==> config.mk <==
export PLATFORM = sky130hd
export DESIGN_NAME = sppt_datapath
export DESIGN_NICKNAME = d
export VERILOG_FILES = /design/src/design/sppt_pkg.sv /design/src/design/sppt_modmul.sv /design/src/design/sppt_datapath.sv
export SDC_FILE = /design/constraint.sdc
export NUM_CORES = 1
export LEC_CHECK = 0
export BUFFER_PORTS_ARGS = -buffer_cell sky130_fd_sc_hd__buf_2
export CORE_MARGIN = 2
export CORE_UTILIZATION = 57
export DETAILED_ROUTE_END_ITERATION = 8
export GPL_ROUTABILITY_DRIVEN = 0
export PLACE_DENSITY = 0.82
export SLEW_MARGIN = 20
export SYNTH_ARGS = -nofsm -noshare
export SYNTH_HDL_FRONTEND = slang
export SYNTH_SLANG_ARGS = --single-unit
export TNS_END_PERCENT = 100
==> constraint.sdc <==
create_clock -name clk -period 6.6 [get_ports clk]
set_input_delay 0.66 -clock clk [delete_from_list [all_inputs] [get_ports clk]]
set_output_delay 0.66 -clock clk [all_outputs]
set_load 0.05 [all_outputs]
==> src/design/sppt_pkg.sv <==
// Shared types and constants for the strong probable prime test.
`default_nettype none
package sppt_pkg;

  localparam int WIDTH = 64;
  localparam int CNT_W = $clog2(WIDTH);

  typedef logic [WIDTH-1:0] word_t;
  typedef logic [CNT_W-1:0] cnt_t;

  // Operand selection and destination for the modular multiplier
  typedef enum logic [1:0] {
    OP_RED,   // base mod n     -> bb
    OP_MUL,   // r * bb mod n   -> r
    OP_SQB,   // bb * bb mod n  -> bb
    OP_SQR    // r * r mod n    -> r
  } mm_op_t;

  typedef struct packed {
    logic   load;
    logic   split;
    logic   mm_start;
    mm_op_t op;
    logic   exp_shift;
    logic   s_dec;
  } cmd_t;

  typedef struct packed {
    logic n_small;
    logic n_two;
    logic e_odd;
    logic e_last;
    logic s_zero;
    logic r_one;
    logic r_nm1;
    logic mm_done;
  } stat_t;

endpackage
`default_nettype wire

==> src/design/sppt_modmul.sv <==
// Shift-and-add modular multiplier, one add-and-reduce per cycle.
`default_nettype none
module sppt_modmul (
  input  wire logic           clk,
  input  wire logic           rst,
  input  wire logic           start,
  input  wire sppt_pkg::word_t a,
  input  wire sppt_pkg::word_t mult,
  input  wire sppt_pkg::word_t m,
  output logic                done,
  output sppt_pkg::word_t     prod
);

  sppt_pkg::word_t acc;
  sppt_pkg::word_t a_r;
  sppt_pkg::word_t m_r;
  sppt_pkg::word_t mult_r;
  sppt_pkg::cnt_t  cnt;
  logic            add_phase;
  logic            running;
  logic            last_bit;

  sppt_pkg::word_t               addend;
  logic [sppt_pkg::WIDTH:0]      sum;
  logic [sppt_pkg::WIDTH+1:0]    diff;
  sppt_pkg::word_t               acc_next;

  // doubling step adds acc to itself, add step adds a; both < m
  assign addend   = add_phase ? a_r : acc;
  assign sum      = {1'b0, acc} + {1'b0, addend};
  assign diff     = {1'b0, sum} - {2'b00, m_r};
  assign acc_next = diff[sppt_pkg::WIDTH+1] ? sum[sppt_pkg::WIDTH-1:0]
                                            : diff[sppt_pkg::WIDTH-1:0];
  assign last_bit = (cnt == sppt_pkg::CNT_W'(sppt_pkg::WIDTH - 1));
  assign prod     = acc;

  always_ff @(posedge clk) begin
    if (rst) begin
      running <= 1'b0;
      done    <= 1'b0;
    end else begin
      done <= 1'b0;
      if (start) begin
        running <= 1'b1;
      end else if (running && !(!add_phase && mult_r[sppt_pkg::WIDTH-1]) && last_bit) begin
        running <= 1'b0;
        done    <= 1'b1;
      end
    end
  end

  always_ff @(posedge clk) begin
    if (start) begin
      acc       <= '0;
      a_r       <= a;
      m_r       <= m;
      mult_r    <= mult;
      cnt       <= '0;
      add_phase <= 1'b0;
    end else if (running) begin
      acc <= acc_next;
      if (!add_phase && mult_r[sppt_pkg::WIDTH-1]) begin
        add_phase <= 1'b1;
      end else begin
        add_phase <= 1'b0;
        mult_r    <= mult_r << 1;
        cnt       <= cnt + sppt_pkg::cnt_t'(1);
      end
    end
  end

endmodule
`default_nettype wire

==> src/design/sppt_datapath.sv <==
// Operand registers, exponent split and multiplier for the prime test.
`default_nettype none
module sppt_datapath (
  input  wire logic            clk,
  input  wire logic            rst,
  input  wire sppt_pkg::word_t candidate,
  input  wire sppt_pkg::word_t base,
  input  wire sppt_pkg::cmd_t  cmd,
  output sppt_pkg::stat_t      stat
);

  sppt_pkg::word_t n;
  sppt_pkg::word_t bb;
  sppt_pkg::word_t r;
  sppt_pkg::word_t e;
  sppt_pkg::cnt_t  s;
  sppt_pkg::mm_op_t op_r;

  sppt_pkg::word_t nm1;
  sppt_pkg::word_t mm_a;
  sppt_pkg::word_t mm_mult;
  sppt_pkg::word_t mm_prod;
  logic            mm_done;

  assign nm1 = n - sppt_pkg::word_t'(1);

  always_comb begin
    unique case (cmd.op)
      sppt_pkg::OP_RED: begin
        mm_a    = sppt_pkg::word_t'(1);
        mm_mult = bb;
      end
      sppt_pkg::OP_MUL: begin
        mm_a    = r;
        mm_mult = bb;
      end
      sppt_pkg::OP_SQB: begin
        mm_a    = bb;
        mm_mult = bb;
      end
      default: begin
        mm_a    = r;
        mm_mult = r;
      end
    endcase
  end

  sppt_modmul u_mm (
    .clk   (clk),
    .rst   (rst),
    .start (cmd.mm_start),
    .a     (mm_a),
    .mult  (mm_mult),
    .m     (n),
    .done  (mm_done),
    .prod  (mm_prod)
  );

  always_ff @(posedge clk) begin
    if (cmd.load) begin
      n  <= candidate;
      bb <= base;
      r  <= sppt_pkg::word_t'(1);
      e  <= candidate - sppt_pkg::word_t'(1);
      s  <= '0;
    end else begin
      if (cmd.split) begin
        e <= e >> 1;
        s <= s + sppt_pkg::cnt_t'(1);
      end
      if (cmd.exp_shift) begin
        e <= e >> 1;
      end
      if (cmd.s_dec) begin
        s <= s - sppt_pkg::cnt_t'(1);
      end
      if (mm_done) begin
        case (op_r) inside
          sppt_pkg::OP_RED, sppt_pkg::OP_SQB: bb <= mm_prod;
          default:                            r  <= mm_prod;
        endcase
      end
    end
    if (cmd.mm_start) begin
      op_r <= cmd.op;
    end
  end

  assign stat.n_small = (n[sppt_pkg::WIDTH-1:2] == '0) && !(n[1] && n[0]);
  assign stat.n_two   = (n == sppt_pkg::word_t'(2));
  assign stat.e_odd   = e[0];
  assign stat.e_last  = (e[sppt_pkg::WIDTH-1:1] == '0);
  assign stat.s_zero  = (s == '0);
  assign stat.r_one   = (r == sppt_pkg::word_t'(1));
  assign stat.r_nm1   = (r == nm1);
  assign stat.mm_done = mm_done;

endmodule
`default_nettype wire

==> metrics.txt, run 1 <==
outcome=finished clean; HPWL after DPL=69300 um; most frequent cells in the layout=edfxtp_1, nor2_1, a21oi_1, nand2_1, xnor2_1; Setup WS pre-CTS=-0.107 ns; Mapped Cells=3362; R2R cell count=23; Post-DRT Antenna Nets=0; LEAKAGE=14.4 nW; DR vias/cell=6.45; All-Layer GR Usage=0.315; Die Span Y=around 240 um; total power=12.7 mW; RR Endpoint=u_mm.prod[58]; CTS max path bufs=3; endpoints failing setup=0; Final Slew Violations=0; Die X=243 um; vias in the first global route=25276; Post-Synth Adder-Cell Area=0.0545; Synth Area in Simple Gates=0.151; H-tree depth=2; Async S/R FF share, synth=0; first drt pass iteration count=7; die area=a little under 60000 um^2; final wirelength=between 90000 and 100000 um; clk_skew=between 0.02 and 0.03 ns; Hold Path Sink=u_mm.running; minimum clock period=6.51 ns; largest net degree at the start of global routing=168; Core Area=56400 um^2; Critical R2R Launch=u_mm.add_phase; Mapped Nets=3639; CTS tree=yes; Synth Area in XOR/XNOR=0.0740; critical path startpoint category=register; sequential-to-total area share from yosys stat=0.443; final setup margin=approximately 0.093 ns; cts bufs inserted=between 50 and 60; # IOs=145; commonest non-fill, non-tap cell in the layout=edfxtp_1; Tcrit/Tclk final=0.986; met2 routed WL=40400 um; count of cell types in the netlist=78; crit-path max FO=9; Max Cap Violations=0; clock-pin slew on the worst setup and hold paths=~0.06 ns; TritonCTS Sinks=between 500 and 600; Yosys reg bits=528; YS warnings=0; post-synthesis compound-gate area fraction=0.169; Setup crit end kind=register; largest family of logic cells by synthesized area=compound AO/OA/AOI/OAI gates; Syn-to-layout area delta=10.6%; EDFF count, synth=385; Worst Hold Launch=rst; Worst Path Arrival=7.03 ns; Worst Path Required=roughly 7 ns; worst hold path class=input pin to register; R2R Setup Slk=0.09 ns; commonest register cell after synthesis=edfxtp_1; initial drt markers=around 3600; site row count=87; Slew Limit Headroom=0.206; Tightest Pin Transition=approximately 1.2 ns; DR WL/cell=22.5 um; wl on met1=just under 40000 um; antenna violations before repair=7; via count of the routed design=27347; Peak Freq=154 MHz; share of layout cells above drive strength 1=0.137; root buf cell=clkbuf_16; Setup CP Type=register to register; drt drc=0; Final Hold Fails=0; Hold Path Stages=2; final core occ=0.638; met3 wire len=11300 um; Clock Latency Late Sink=0.63 ns; count of buffers from port buffering=144; Post-Syn Area per Cell=9.68 um^2; VDD IR max=0.218 mV; PD cells=353 nW/um^2; area of the mapped netlist=between 30000 and 40000 um^2; NumNets Final=3718; first-pass GRT wire length=146000 um; multiplexer share of the synthesized area=0.0745; hold slack final=0.236 ns; highest metal used=met5; initial core utilization=0.577; Remaining Overflow, GRT=0
stage by stage:
step	setup TNS [ns]	instance area, um^2	instances
6_report	0	36000	4243
5_1_grt	-0.425	36000	4243
3_5_place_dp	-0.357	34100	4135
4_1_cts	0	35800	4232
2_1_floorplan	0	32600	3362
3_3_place_gp	-0.0954	34100	4135
Yosys cell counts, types with 24 or more instances:
cell | count | area share
nor4_1 | 59 | 0.011
ha_1 | 137 | 0.053
a31oi_1 | 29 | 0.0056
mux2_2 | 131 | 0.045
nor2b_1 | 24 | 0.0046
nor3_1 | 68 | 0.010
o21bai_1 | 24 | 0.0055
edfxtp_1 | 385 | 0.36
mux2i_1 | 95 | 0.029
xnor2_1 | 169 | 0.045
dfxtp_1 | 143 | 0.088
clkbuf_1 | 166 | 0.019
nand3_1 | 37 | 0.0057
a22o_1 | 63 | 0.017
a211oi_1 | 55 | 0.013
o21ai_0 | 99 | 0.015
a21o_1 | 100 | 0.023
nand4_1 | 67 | 0.013
a21oi_1 | 350 | 0.054
nor2_1 | 350 | 0.040
inv_1 | 110 | 0.013
nand2_1 | 295 | 0.034
xor2_1 | 106 | 0.029
registers in the layout, indices dropped and copies added (netlist names):
register        cells
u_mm.cnt            6
n                  64
u_mm.running        1
s                   6
e                  64
u_mm.done           1
bb                 64
r                  64
u_mm.prod          64
u_mm.a_r           64
u_mm.mult_r        64
op_r                1
u_mm.add_phase      1
u_mm.m_r           64
how the worst max path moves through the flow:
stage,startpoint,cells after the start,to,slack [ns]
after detailed placement,u_mm.add_phase,21,u_mm.prod[25],-0.11
after global routing,u_mm.add_phase,25,u_mm.prod[62],-0.26
after floorplan,u_mm.add_phase,29,u_mm.prod[2],0.11
final,u_mm.add_phase,23,u_mm.prod[58],0.09
after CTS,u_mm.add_phase,26,u_mm.prod[20],0.03
after global placement,u_mm.add_phase,26,u_mm.prod[25],-0.09
area by class of cell:
class | instances | area (um^2)
sequential | 528 | 14400
inverter | 110 | 413
fill | 4472 | 20400
clock inverter | 19 | 210
clock buffer | 78 | 1490
antenna | 3 | 7.51
tap | 756 | 946
timing repair buffer | 208 | 1280
multi-input combinational | 2541 | 17200
report_power, final:
part	internal [mW]	switching, mW
clock	1.72	1.29
sequential	3.95	0.327
combinational	2.15	3.27
timing repair:
item                       in CTS  in global routing
setup endpoints to repair      44                 64
hold buffers                    0                  0
pin swaps                       0                 10
buffers inserted                0                  8
hold endpoints to repair        0                  0
resized for setup               2                 44
cells by family (layout without fill, tap and decap cells):
group,after synthesis,in the layout
XOR/XNOR,275,275
buffers and inverters,293,415
AND/OR/NAND/NOR,1037,1037
other,0,3
multiplexers,226,226
AO/OA/AOI/OAI,863,863
flip-flops,528,528
adder cells (fa/ha/maj),140,140
critical path, stage by stage (launching register included):
cell	delay, ns
dfxtp_4	0.41
clkbuf_4	0.21
mux2_2	0.34
ha_1	0.40
a21o_1	0.24
a221o_1	0.37
a21o_1	0.23
o2111ai_2	0.29
o21ai_1	0.17
a31oi_1	0.40
o21ai_1	0.22
a41oi_1	0.29
xnor2_1	0.16
ha_1	0.28
a21o_1	0.22
a21o_1	0.20
a21oi_1	0.23
nor2_1	0.07
nor3_1	0.19
o211ai_1	0.12
a311o_2	0.43
nor2_1	0.64
a22oi_1	0.18
o21ai_0	0.14
per-layer routing:
metal | up-vias | track usage
li1 | 12581 | -
met1 | 12822 | 0.442
met2 | 1658 | 0.467
met3 | 278 | 0.0749
met4 | 8 | 0.136
met5 | - | 0
(Power assumes the default switching activity.)
==> inputs of run 2 (changes only) <==
CORE_MARGIN = 5   (was 2)
CTS_CLUSTER_SIZE = 10   (was not set)
==> run 2 against run 1 <==
Global-route usage down 2.3 points; register-to-register slack got worse by 0.02 ns; non-clock buffer count increased by 8; design area increased by 0.60%; die area is 5.0% higher; worst hold slack worse by 0.023 ns; wire length grew 0.26%; combinational power is essentially flat; final cell count grew 0.47%; count of clock-buffer cells in the layout grew 28; sequential share of layout area shrank 0.24 points; via count is 0.31% lower.
==> metrics.txt, run 2 (synthesis results as in run 1) <==
HPWL after DPL=70500 um; Core Area=56500 um^2; largest net degree at the start of global routing=167; endpoints failing setup=0; LEAKAGE=14.4 nW; Remaining Overflow, GRT=0; Hold Path Stages=2; CTS tree=yes; Worst Path Required=around 7.1 ns; Setup CP Type=register to register; VDD IR max=around 0.24 mV; drt drc=0; All-Layer GR Usage=0.293; DR vias/cell=6.40; Post-Layout Cell Count=4263; hold buffers post-CTS=0; Syn-to-layout area delta=11.2%; Peak Freq=153 MHz; highest metal used=met5; Max Cap Violations=0; # IOs=145; first-pass GRT wire length=146000 um; antenna violations before repair=2; Tightest Pin Transition=1.12 ns; Setup WS pre-CTS=-0.101 ns; met2 routed WL=41300 um; commonest non-fill, non-tap cell in the layout=edfxtp_1; most frequent cells in the layout=edfxtp_1, nor2_1, a21oi_1, nand2_1, xnor2_1; root buf cell=clkbuf_16; first drt pass iteration count=6; Clock Latency Late Sink=about 0.64 ns; clock-pin slew on the worst setup and hold paths=0.06 ns; Final Hold Fails=0; site row count=87; Worst Path Arrival=around 7.0 ns; crit-path max FO=34; H-tree depth=2; Placed Instances=approximately 4100; Slew Limit Headroom=0.254; NumNets Final=3734; CTS max path bufs=3; met3 wire len=approximately 11000 um; Final Slew Violations=0; die area=62000 um^2; initial core utilization=0.576; TritonCTS Sinks=between 500 and 600; Die X=249 um; DR WL/cell=22.4 um; worst hold path class=input pin to register; cts bufs inserted=60; Tcrit/Tclk final=0.988; critical path startpoint category=register; share of layout cells above drive strength 1=0.139; Post-DRT Antenna Nets=0; R2R cell count=27; PD cells=353 nW/um^2; vias in the first global route=25325; clk_skew=0.0199 ns; final setup margin=between 0.07 and 0.08 ns; minimum clock period=6.52 ns; initial drt markers=3117; final wirelength=95700 um; count of buffers from port buffering=144; outcome=finished clean; Setup crit end kind=register; wl on met1=roughly 38000 um; via count of the routed design=roughly 27000; Die Span Y=roughly 250 um
## run 2: changes by cell type in the layout (fill, tap and decap cells not counted), moves of 3 or more
cell / change
clkbuf_1: +22
buf_4: +7
clkbuf_16: +7
clkinv_2: -9
bufinv_16: -4
buf_12: +3
## run 2: per-layer routing
| metal | vias up | GRT usage |
|---|---|---|
| li1 | 12639 | - |
| met4 | 4 | 0.123 |
| met5 | - | 0 |
| met1 | 12766 | 0.414 |
| met3 | 251 | 0.0602 |
| met2 | 1602 | 0.441 |
## run 2: report_power, final
group          switching, mW  internal [mW]
logic                   3.26           2.17
clock network           1.32           1.77
registers              0.322           3.95
## run 2: path summary, 6_finish.rpt
kind / to / slack (ns) / start
max: u_mm.prod[35] / 0.08 / u_mm.add_phase
min: u_mm.running / 0.21 / rst
max reg2reg: u_mm.prod[35] / 0.08 / u_mm.add_phase
min reg2reg: u_mm.cnt[5] / 0.50 / u_mm.cnt[5]
## run 2: what timing repair did
item	4_1_cts	5_1_grt
setup endpoints to repair	56	64
pin swaps	0	10
resized for setup	3	45
buffers inserted	0	10
hold endpoints to repair	0	0
## run 2: area by class of cell
type	instances	area, um^2
Antenna cell	1	2.50
Clock buffer	106	1740
Clock inverter	5	55.1
Fill cell	4344	20300
Inverter	110	413
Multi-Input combinational cell	2541	17200
Sequential cell	528	14400
Tap cell	756	946
Timing Repair Buffer	216	1380
## run 2: through the flow
step	power (mW)	hold slack, ns	TNS (ns)	util	instance area [um^2]
after floorplan	7.99	0.424	0	-	32600
after global placement	9.35	0.474	0	0.604	34100
after detailed placement	9.43	0.484	-1.93	0.604	34100
after CTS	12.5	0.201	0	0.636	35900
after global routing	13.4	0.212	-0.896	0.641	36200
final	12.8	0.214	0	0.641	36200
## run 2: worst max-delay path, stage by stage, from the launching register on
cell and delay (ns):
dfxtp_4 0.44, buf_4 0.15, buf_4 0.10, mux2_2 0.32, ha_1 0.36, and3_1 0.19, a221oi_2 0.06, buf_4 0.16
a211oi_4 0.33, o211ai_1 0.23, a31oi_2 0.23, o21ai_0 0.11, buf_4 0.16, o31ai_1 0.27, buf_4 0.20, a41oi_2 0.16
xnor2_2 0.21, ha_1 0.34, nand4_1 0.15, or4_1 0.58, nand2b_1 0.18, nand2b_1 0.16, a2111oi_2 0.29, a311o_2 0.25
buf_12 0.18, buf_12 0.20, mux2i_1 0.22, a211oi_1 0.10
